## config.mk

```make
export PLATFORM = sky130hd
export DESIGN_NAME = triangle_row_span_flat
export DESIGN_NICKNAME = d
export VERILOG_FILES = /design/src/rtl/core/trs_pkg.sv /design/src/rtl/core/trs_in_if.sv /design/src/rtl/core/trs_out_if.sv /design/src/rtl/core/triangle_row_span.sv /design/src/flat_wrapper.sv
export SDC_FILE = /design/constraint.sdc
export NUM_CORES = 2
export LEC_CHECK = 0
export ABC_AREA = 1
export BUFFER_PORTS_ARGS = -buffer_cell sky130_fd_sc_hd__clkbuf_2
export CORE_MARGIN = 4
export CORE_UTILIZATION = 25
export DETAILED_ROUTE_END_ITERATION = 8
export PLACE_DENSITY_LB_ADDON = 0.25
export SLEW_MARGIN = 5
export SYNTH_ARGS = -nofsm -noshare
export SYNTH_HDL_FRONTEND = slang
export SYNTH_SLANG_ARGS = --single-unit
```

## constraint.sdc

```tcl
create_clock -name clk -period 20.2 [get_ports clk]
set_input_delay 1.01 -clock clk [delete_from_list [all_inputs] [get_ports clk]]
set_output_delay 1.01 -clock clk [all_outputs]
set_load 0.005 [all_outputs]
```

## src/rtl/core/trs_pkg.sv

```systemverilog
// Shared constants for the triangle row span block.
// No dependencies; compiled before the channel interfaces and the core.
package trs_pkg;

	// Width of the RGB565 colour carried alongside each item.
	localparam int COLOR_BITS = 16;

endpackage : trs_pkg

```

## src/rtl/core/trs_in_if.sv

```systemverilog
// Request channel of the triangle row span block: three vertices, a row and a colour.
// Depends on trs_pkg for the colour width.
interface trs_in_if #(
	parameter int COORD_BITS = 11
);
	import trs_pkg::*;

	logic                         valid;
	logic                         ready;
	logic signed [COORD_BITS-1:0] ax;
	logic signed [COORD_BITS-1:0] ay;
	logic signed [COORD_BITS-1:0] bx;
	logic signed [COORD_BITS-1:0] by_coord;
	logic signed [COORD_BITS-1:0] cx_coord;
	logic signed [COORD_BITS-1:0] cy_coord;
	logic signed [COORD_BITS-1:0] row;
	logic [COLOR_BITS-1:0]        pixel_color;

	modport source (
		output valid, ax, ay, bx, by_coord, cx_coord, cy_coord, row, pixel_color,
		input  ready
	);

	modport sink (
		input  valid, ax, ay, bx, by_coord, cx_coord, cy_coord, row, pixel_color,
		output ready
	);

endinterface : trs_in_if

```

## src/rtl/core/trs_out_if.sv

```systemverilog
// Response channel of the triangle row span block: one fill span per item.
// Depends on trs_pkg for the colour width.
interface trs_out_if #(
	parameter int COORD_BITS = 11
);
	import trs_pkg::*;

	logic                         valid;
	logic                         ready;
	logic                         valid_res;
	logic signed [COORD_BITS-1:0] span_start;
	logic [COORD_BITS:0]          span_length;
	logic signed [COORD_BITS-1:0] span_row;
	logic [COLOR_BITS-1:0]        span_color;

	modport source (
		output valid, valid_res, span_start, span_length, span_row, span_color,
		input  ready
	);

	modport sink (
		input  valid, valid_res, span_start, span_length, span_row, span_color,
		output ready
	);

endinterface : trs_out_if

```

## src/rtl/core/triangle_row_span.sv

```systemverilog
// Triangle row span core: sorts three vertices by y and returns the fill span of one row.
// Depends on trs_pkg and on the channel interfaces trs_in_if and trs_out_if.
//
//   Channel | Modport           | Handshake   | Carries
//   --------+-------------------+-------------+-------------------------------------------
//   req     | trs_in_if.sink    | valid/ready | ax, ay, bx, by_coord, cx_coord, cy_coord,
//           |                   |             | row, pixel_color
//   rsp     | trs_out_if.source | valid/ready | valid_res, span_start, span_length,
//           |                   |             | span_row, span_color
//
// One item is accepted per cycle while req.ready is high; a stall on rsp can hold the flow.
// The two restoring dividers retire one quotient bit per stage.
// Reset clears only the stage valid bits; the data registers are left as they are.
// Each stage loads when it is empty or when the stage after it moves, so a stall on rsp
// fills bubbles first and then holds every item in place; nothing is dropped or repeated.
module triangle_row_span #(
	parameter int COORD_BITS = 11
) (
	input  logic      clk,
	input  logic      arst_n,
	trs_in_if.sink    req,
	trs_out_if.source rsp
);
	import trs_pkg::*;

	localparam int N  = COORD_BITS;
	localparam int PW = 2 * N + 2;

	typedef logic signed [N-1:0]  crd_t;
	typedef logic signed [N:0]    dif_t;
	typedef logic signed [PW-1:0] prod_t;

	// One edge inside the divider: start x, divisor, sign and the running division.
	typedef struct packed {
		logic [N-1:0] xs;
		logic [N:0]   dvs;
		logic         neg;
		logic [N:0]   rem;
		logic [N-1:0] low;
		logic [N-1:0] quo;
	} lane_t;

	typedef struct packed {
		logic                  ok;
		logic [N-1:0]          row;
		logic [COLOR_BITS-1:0] color;
		lane_t                 a;
		lane_t                 b;
	} div_item_t;

	// Sign extension by one bit.
	function automatic dif_t ext(crd_t v);
		return {v[N-1], v};
	endfunction

	// Load a lane from the signed product: magnitude split into the first partial
	// remainder and the dividend bits still to be brought down.
	function automatic lane_t lane_init(prod_t p, crd_t xs, logic [N:0] dvs);
		logic [PW-1:0] mag;
		lane_t         l;
		mag   = p[PW-1] ? -p : p;
		l.xs  = xs;
		l.dvs = dvs;
		l.neg = p[PW-1];
		l.rem = {1'b0, mag[2*N-1:N]};
		l.low = mag[N-1:0];
		l.quo = '0;
		return l;
	endfunction

	// One restoring division step: bring down a bit, subtract when it fits.
	function automatic lane_t lane_step(lane_t l);
		logic [N+1:0] rs;
		logic [N+1:0] rsub;
		logic         ge;
		lane_t        r;
		rs    = {l.rem, l.low[N-1]};
		rsub  = rs - {1'b0, l.dvs};
		ge    = (rs >= {1'b0, l.dvs});
		r     = l;
		r.rem = ge ? rsub[N:0] : rs[N:0];
		r.low = {l.low[N-2:0], 1'b0};
		r.quo = {l.quo[N-2:0], ge};
		return r;
	endfunction

	// Advance both lanes of an item by one quotient bit.
	function automatic div_item_t item_step(div_item_t d);
		div_item_t r;
		r   = d;
		r.a = lane_step(d.a);
		r.b = lane_step(d.b);
		return r;
	endfunction

	// Apply the sign to the quotient and add it to the edge start.
	function automatic crd_t lane_x(lane_t l);
		dif_t q;
		dif_t s;
		q = {1'b0, l.quo};
		if (l.neg) begin
			q = -q;
		end
		s = ext(l.xs) + q;
		return s[N-1:0];
	endfunction

	// Stage handshakes.
	logic       v_s1, v_s2, v_s3, v_s5, v_s6;
	logic       adv_s1, adv_s2, adv_s3, adv_s5, adv_s6;
	logic [N:0] div_v;
	logic [N:0] adv_div;

	// Stage 1: sorted vertices.
	crd_t                  x0_s1, y0_s1, x1_s1, y1_s1, x2_s1, y2_s1, row_s1;
	logic [COLOR_BITS-1:0] color_s1;

	// Stage 2: edge differences.
	logic                  ok_s2;
	crd_t                  row_s2, xsa_s2, xsb_s2;
	logic [COLOR_BITS-1:0] color_s2;
	dif_t                  dxa_s2, dya_s2, dxb_s2, dyb_s2;
	logic [N:0]            dvsa_s2, dvsb_s2;

	// Stage 3: products.
	logic                  ok_s3;
	crd_t                  row_s3, xsa_s3, xsb_s3;
	logic [COLOR_BITS-1:0] color_s3;
	prod_t                 prda_s3, prdb_s3;
	logic [N:0]            dvsa_s3, dvsb_s3;

	// Divider stages; entry 0 holds the loaded lanes.
	div_item_t div_s [0:N];
	div_item_t init_item;

	// Stage 5: edge x positions.
	logic                  ok_s5;
	crd_t                  row_s5, xa_s5, xb_s5;
	logic [COLOR_BITS-1:0] color_s5;

	// Stage 6: output register.
	logic                  ok_s6;
	crd_t                  start_s6, row_s6;
	logic [N:0]            len_s6;
	logic [COLOR_BITS-1:0] color_s6;

	// Backward ready chain.
	always_comb begin
		adv_s6     = !v_s6 || rsp.ready;
		adv_s5     = !v_s5 || adv_s6;
		adv_div[N] = !div_v[N] || adv_s5;
		for (int k = N - 1; k >= 0; k--) begin
			adv_div[k] = !div_v[k] || adv_div[k+1];
		end
		adv_s3 = !v_s3 || adv_div[0];
		adv_s2 = !v_s2 || adv_s3;
		adv_s1 = !v_s1 || adv_s2;
	end

	assign req.ready = adv_s1;

	// Valid bits travel with the items.
	always_ff @(posedge clk or negedge arst_n) begin
		if (!arst_n) begin
			v_s1  <= 1'b0;
			v_s2  <= 1'b0;
			v_s3  <= 1'b0;
			div_v <= '0;
			v_s5  <= 1'b0;
			v_s6  <= 1'b0;
		end else begin
			if (adv_s1) begin
				v_s1 <= req.valid;
			end
			if (adv_s2) begin
				v_s2 <= v_s1;
			end
			if (adv_s3) begin
				v_s3 <= v_s2;
			end
			if (adv_div[0]) begin
				div_v[0] <= v_s3;
			end
			for (int k = 1; k <= N; k++) begin
				if (adv_div[k]) begin
					div_v[k] <= div_v[k-1];
				end
			end
			if (adv_s5) begin
				v_s5 <= div_v[N];
			end
			if (adv_s6) begin
				v_s6 <= v_s5;
			end
		end
	end

	// Three compare-and-swap steps put the vertices in ascending y.
	crd_t px0, py0, px1, py1, px2, py2, tmp_x, tmp_y;

	always_comb begin
		px0   = req.ax;
		py0   = req.ay;
		px1   = req.bx;
		py1   = req.by_coord;
		px2   = req.cx_coord;
		py2   = req.cy_coord;
		tmp_x = '0;
		tmp_y = '0;
		if (py1 < py0) begin
			tmp_x = px0; px0 = px1; px1 = tmp_x;
			tmp_y = py0; py0 = py1; py1 = tmp_y;
		end
		if (py2 < py0) begin
			tmp_x = px0; px0 = px2; px2 = tmp_x;
			tmp_y = py0; py0 = py2; py2 = tmp_y;
		end
		if (py2 < py1) begin
			tmp_x = px1; px1 = px2; px2 = tmp_x;
			tmp_y = py1; py1 = py2; py2 = tmp_y;
		end
	end

	always_ff @(posedge clk) begin
		if (adv_s1) begin
			x0_s1    <= px0;
			y0_s1    <= py0;
			x1_s1    <= px1;
			y1_s1    <= py1;
			x2_s1    <= px2;
			y2_s1    <= py2;
			row_s1   <= req.row;
			color_s1 <= req.pixel_color;
		end
	end

	// Pick the short edge by the row's side of the middle vertex and form the differences.
	logic ok_c, upper_c;
	crd_t sxs_c, sys_c, sxe_c, sye_c;

	always_comb begin
		ok_c    = (y0_s1 != y2_s1) && (row_s1 >= y0_s1) && (row_s1 <= y2_s1);
		upper_c = row_s1 < y1_s1;
		sxs_c   = upper_c ? x0_s1 : x1_s1;
		sys_c   = upper_c ? y0_s1 : y1_s1;
		sxe_c   = upper_c ? x1_s1 : x2_s1;
		sye_c   = upper_c ? y1_s1 : y2_s1;
	end

	always_ff @(posedge clk) begin
		if (adv_s2) begin
			ok_s2    <= ok_c;
			row_s2   <= row_s1;
			color_s2 <= color_s1;
			xsa_s2   <= sxs_c;
			dxa_s2   <= ext(sxe_c) - ext(sxs_c);
			dya_s2   <= ext(row_s1) - ext(sys_c);
			dvsa_s2  <= ext(sye_c) - ext(sys_c) + dif_t'(1);
			xsb_s2   <= x0_s1;
			dxb_s2   <= ext(x2_s1) - ext(x0_s1);
			dyb_s2   <= ext(row_s1) - ext(y0_s1);
			dvsb_s2  <= ext(y2_s1) - ext(y0_s1) + dif_t'(1);
		end
	end

	// One multiplier per edge.
	prod_t prda_c, prdb_c;

	assign prda_c = dxa_s2 * dya_s2;
	assign prdb_c = dxb_s2 * dyb_s2;

	always_ff @(posedge clk) begin
		if (adv_s3) begin
			ok_s3    <= ok_s2;
			row_s3   <= row_s2;
			color_s3 <= color_s2;
			xsa_s3   <= xsa_s2;
			xsb_s3   <= xsb_s2;
			prda_s3  <= prda_c;
			prdb_s3  <= prdb_c;
			dvsa_s3  <= dvsa_s2;
			dvsb_s3  <= dvsb_s2;
		end
	end

	// Load the dividers, then one quotient bit per stage.
	always_comb begin
		init_item.ok    = ok_s3;
		init_item.row   = row_s3;
		init_item.color = color_s3;
		init_item.a     = lane_init(prda_s3, xsa_s3, dvsa_s3);
		init_item.b     = lane_init(prdb_s3, xsb_s3, dvsb_s3);
	end

	always_ff @(posedge clk) begin
		if (adv_div[0]) begin
			div_s[0] <= init_item;
		end
		for (int k = 1; k <= N; k++) begin
			if (adv_div[k]) begin
				div_s[k] <= item_step(div_s[k-1]);
			end
		end
	end

	// Signed quotient plus edge start gives each edge's x on the row.
	always_ff @(posedge clk) begin
		if (adv_s5) begin
			ok_s5    <= div_s[N].ok;
			row_s5   <= div_s[N].row;
			color_s5 <= div_s[N].color;
			xa_s5    <= lane_x(div_s[N].a);
			xb_s5    <= lane_x(div_s[N].b);
		end
	end

	// Order the ends and count the pixels; an invalid row reports an empty span.
	crd_t       lo_c, hi_c;
	logic [N:0] len_c;

	always_comb begin
		lo_c  = (xa_s5 > xb_s5) ? xb_s5 : xa_s5;
		hi_c  = (xa_s5 > xb_s5) ? xa_s5 : xb_s5;
		len_c = ext(hi_c) - ext(lo_c) + dif_t'(1);
	end

	always_ff @(posedge clk) begin
		if (adv_s6) begin
			ok_s6    <= ok_s5;
			start_s6 <= ok_s5 ? lo_c : '0;
			len_s6   <= ok_s5 ? len_c : '0;
			row_s6   <= row_s5;
			color_s6 <= color_s5;
		end
	end

	assign rsp.valid       = v_s6;
	assign rsp.valid_res   = ok_s6;
	assign rsp.span_start  = start_s6;
	assign rsp.span_length = len_s6;
	assign rsp.span_row    = row_s6;
	assign rsp.span_color  = color_s6;

	// Whenever the output register can move, the whole pipeline can take an item.
	assert property (@(posedge clk) disable iff (!arst_n)
		(!rsp.valid || rsp.ready) |-> req.ready)
		else $error("request not ready although the output can drain");

	// An invalid row must report a zero start and length.
	assert property (@(posedge clk) disable iff (!arst_n)
		(rsp.valid && !rsp.valid_res) |-> (rsp.span_start == '0 && rsp.span_length == '0))
		else $error("invalid span carries a non-zero start or length");

	// A valid span always covers at least one pixel.
	assert property (@(posedge clk) disable iff (!arst_n)
		(rsp.valid && rsp.valid_res) |-> (rsp.span_length != '0))
		else $error("valid span with zero length");

	// For rows inside the triangle the final remainder stays below the divisor.
	assert property (@(posedge clk) disable iff (!arst_n)
		(div_v[N] && div_s[N].ok) |->
			(div_s[N].a.rem < div_s[N].a.dvs && div_s[N].b.rem < div_s[N].b.dvs))
		else $error("divider remainder out of range");

endmodule : triangle_row_span
```

## src/flat_wrapper.sv

```systemverilog
// flat-port wrapper written by rule: the top's interface ports become plain ports
module triangle_row_span_flat import trs_pkg::*;
#(
	parameter int COORD_BITS = 11
)
  (clk, arst_n, req_valid, req_ax, req_ay, req_bx, req_by_coord, req_cx_coord, req_cy_coord, req_row, req_pixel_color, req_ready, rsp_valid, rsp_valid_res, rsp_span_start, rsp_span_length, rsp_span_row, rsp_span_color, rsp_ready);
  trs_in_if #(.COORD_BITS(COORD_BITS)) req_i ();
  trs_out_if #(.COORD_BITS(COORD_BITS)) rsp_i ();
  input  logic clk;
  input  logic arst_n;
  input wire logic [$bits(req_i.valid)-1:0] req_valid;
  input wire logic [$bits(req_i.ax)-1:0] req_ax;
  input wire logic [$bits(req_i.ay)-1:0] req_ay;
  input wire logic [$bits(req_i.bx)-1:0] req_bx;
  input wire logic [$bits(req_i.by_coord)-1:0] req_by_coord;
  input wire logic [$bits(req_i.cx_coord)-1:0] req_cx_coord;
  input wire logic [$bits(req_i.cy_coord)-1:0] req_cy_coord;
  input wire logic [$bits(req_i.row)-1:0] req_row;
  input wire logic [$bits(req_i.pixel_color)-1:0] req_pixel_color;
  output wire logic [$bits(req_i.ready)-1:0] req_ready;
  output wire logic [$bits(rsp_i.valid)-1:0] rsp_valid;
  output wire logic [$bits(rsp_i.valid_res)-1:0] rsp_valid_res;
  output wire logic [$bits(rsp_i.span_start)-1:0] rsp_span_start;
  output wire logic [$bits(rsp_i.span_length)-1:0] rsp_span_length;
  output wire logic [$bits(rsp_i.span_row)-1:0] rsp_span_row;
  output wire logic [$bits(rsp_i.span_color)-1:0] rsp_span_color;
  input wire logic [$bits(rsp_i.ready)-1:0] rsp_ready;
  assign req_i.valid = req_valid;
  assign req_i.ax = req_ax;
  assign req_i.ay = req_ay;
  assign req_i.bx = req_bx;
  assign req_i.by_coord = req_by_coord;
  assign req_i.cx_coord = req_cx_coord;
  assign req_i.cy_coord = req_cy_coord;
  assign req_i.row = req_row;
  assign req_i.pixel_color = req_pixel_color;
  assign req_ready = req_i.ready;
  assign rsp_valid = rsp_i.valid;
  assign rsp_valid_res = rsp_i.valid_res;
  assign rsp_span_start = rsp_i.span_start;
  assign rsp_span_length = rsp_i.span_length;
  assign rsp_span_row = rsp_i.span_row;
  assign rsp_span_color = rsp_i.span_color;
  assign rsp_i.ready = rsp_ready;
  triangle_row_span #(.COORD_BITS(COORD_BITS)) u_core (.clk(clk), .arst_n(arst_n), .req(req_i), .rsp(rsp_i));
endmodule
```

==> impl_metrics.yaml <==
status:
  status: "completed"
clocking:
  hold_buffers: 0
  post_cts_resized: 0
  insertion_delay_ns: 0.85
  htreeDepth: 4
  postCtsSetupRepairBufs: 0
  cts_buffers: 209
  clk_pin_slew_worst_paths_ns: 0.06
  clock-sinks: 1867
  cts_buffer_depth: 4
  tritoncts: "done"
  root_buffer: "clkbuf_16"
timing:
  fmax_mhz: 106.4
  rsz0062_at_grt: "no"
  fin_crit_ns: 9.398
  skew_ns: 0.06108
  final_hold_viol_count: 0
  setup_viol: 0
  slew-limit-headroom: 0.3291
  tns_ns: 0
  finalCritPeriodShare: 0.4652
  slew_viol_final: 0
  tightest_slew_ns: 1.006
critical_path:
  r2r_slack_ns: 11.47
  endpoint_kind: "output port"
  r2r-start: "u_core.rsp.valid"
  critPathLaunchType: "register"
  crit_arrival_ns: 8.39
  crit_slowest_cell: "nand2_4"
  cp.required_ns: 19.19
  cp_num_cells: 29
  startpoint: "u_core.rsp.valid"
  critPathBufInv: 12
  r2r_cells: 29
  reg2reg_to: "u_core.dxb_s2[10]"
  crit_fanout: 66
  cpPeakStageDelay_ns: 0.57
  crit_type: "reg2out"
  critPathTopFamily: "buffers and inverters"
finish:
  drive_gt1_frac: 0.08098
  layout.nets: 8085
  area_growth_pct: 15.00
flow_run:
  max_cap_viol_count: 0
floorplanning:
  die_w_microns: 604.0
  io-pin-count: 150
  die_y_microns: 604.0
  dieArea_sq_mm: 0.3648
  rows: 218
  initial_core_util: 0.2514
  core_area_sq_mm: 0.3532
drt:
  via_per_inst: 3.983
  ant_nets: 0
  dr.first_iter.drc_count: 2623
  wire_per_inst_microns: 14.07
  firstDrtPassIters: 6
  drc: 0
  num_vias: 47960
  totalWireLength_microns: 169400
logic_synthesis:
  async_reset_ff_frac: 0.009106
  synth-seq-area-share: 0.6303
  synth.top_cell.area_share: 0.6256
  synth_xor_area_frac: 0.03728
  dominantRegCellSynth: "edfxtp_1"
  synthMuxAreaShare: 0.0001268
  synth_compound_area_frac: 0.05877
  yosys_register_bits: 1867
  synth_top_family_by_area: "adder cells"
  synth-edff-count: 1850
  synth_area_leader_cell: "edfxtp_1"
  ys_types: 54
  netlist_area_sq_mm: 0.08881
  syn_nets: 7824
  syn_inst: 6875
  synth_fa_ha_area_frac: 0.1458
  yosys_warnings: 0
  synth_simple_gate_area_share: 0.07394
  avgSynthCellArea_sq_um: 12.92
  netlist_top_cells_area: "edfxtp_1 63%, ha_1 7.7%, fa_1 6.9%"
global_route:
  antenna_found_initial: 2
  grtUsageTotal: 0.09243
  overflow: 0
  grt_start_max_net_pins: 87
  grt_pass1_wl_microns: 274000
  grt_pass1_vias: 49840
placement:
  place_congestion: 0.8212
  portBuffers: 149
  dp_hpwl_microns: 128100
worst_hold_path:
  min_path_type: "in2async"
==> cells in the final DEF (no fill, tap or decap), drive strengths merged, types with 7 or more instances in the layout <==
master    synthesis  layout
a211oi            9       9
a21o             23      23
a21oi           537     537
a31oi            26      26
buf              25      39
bufinv            0      21
clkbuf          113     404
clkinv            0      89
clkinvlp          0      12
dfrtp            17      17
edfxtp         1850    1850
fa              305     305
ha              547     547
inv            1101    1109
nand2           828     828
nand3           143     143
nand3b            8       8
nand4            48      48
nor2            455     455
nor3             43      43
nor4              7       7
o21ai           287     287
o21bai           39      39
o311ai           16      16
or2              28      28
xnor2           169     169
xor2            209     209
==> registers in the layout, indices dropped and copies added, names as in the netlist, 16 cells and up <==
signal / count
u_core.rsp.span_color: 16
u_core.prda_s3: 23
u_core.color_s3: 16
u_core.div_s: 1414
u_core.prdb_s3: 23
u_core.color_s5: 16
u_core.color_s1: 16
u_core.color_s2: 16
==> how the worst max path moves through the flow <==
stage,slack (ns),end
3_3_place_gp,10.40,u_core.dxb_s2[10]
5_1_grt,9.64,req_ready
2_1_floorplan,0.28,u_core.color_s2[0]
4_1_cts,10.20,req_ready
3_5_place_dp,10.29,u_core.dxb_s2[11]
6_report,10.80,req_ready
==> per-stage QoR <==
step	hold slack, ns	setup WS [ns]	instance area [sq um]	instances	utilization
final	0.2112	10.80	102100	12040	0.2891
after global routing	0.2020	9.642	102100	12040	0.2891
after CTS	0.1808	10.20	102100	12040	0.2891
after detailed placement	0.4045	10.29	95300	11660	0.2698
after global placement	0.4043	10.40	95300	11660	0.2698
after floorplan	0.4003	0.2797	88810	6875	-
==> Yosys cell counts, types with 43 or more instances <==
cell	number
inv_1	1090
nand4_1	48
fa_1	305
xnor2_1	169
xor2_1	209
nand2_1	806
a21oi_1	537
edfxtp_1	1850
nor2_1	443
ha_1	547
o21ai_0	286
clkbuf_1	113
nand3_1	137
nor3_1	43
==> logic make-up (layout without fill, tap and decap cells) <==
kind of cell / count (synthesis) / count (layout)
other cells: 0 / 1
buf+inv: 1239 / 1674
simple gates: 1569 / 1569
mux: 1 / 1
xor+xnor: 378 / 378
fa+ha+maj: 852 / 852
flops: 1867 / 1867
compound gates: 969 / 969
==> per-layer routing <==
layer | GRT usage | share of wire | vias up
met3 | 0.01403 | 0.037 | 255
met2 | 0.1552 | 0.47 | 789
li1 | - | - | 24050
met5 | 0 | 0 | -
met1 | 0.1242 | 0.47 | 22860
met4 | 0.02458 | 0.025 | 0
==> layout make-up <==
| type | instances | area, sq um |
|---|---|---|
| clock inverter | 130 | 1349 |
| tap | 4730 | 5918 |
| fill | 35420 | 251100 |
| timing repair buffer | 188 | 1039 |
| inverter | 1101 | 4159 |
| sequential | 1867 | 55980 |
| multi-input combinational | 3769 | 28200 |
| antenna | 1 | 2.502 |
| clock buffer | 255 | 5475 |
Power is not shown: default switching activity piles up to over one toggle a cycle in this logic, so the estimate is an artifact.
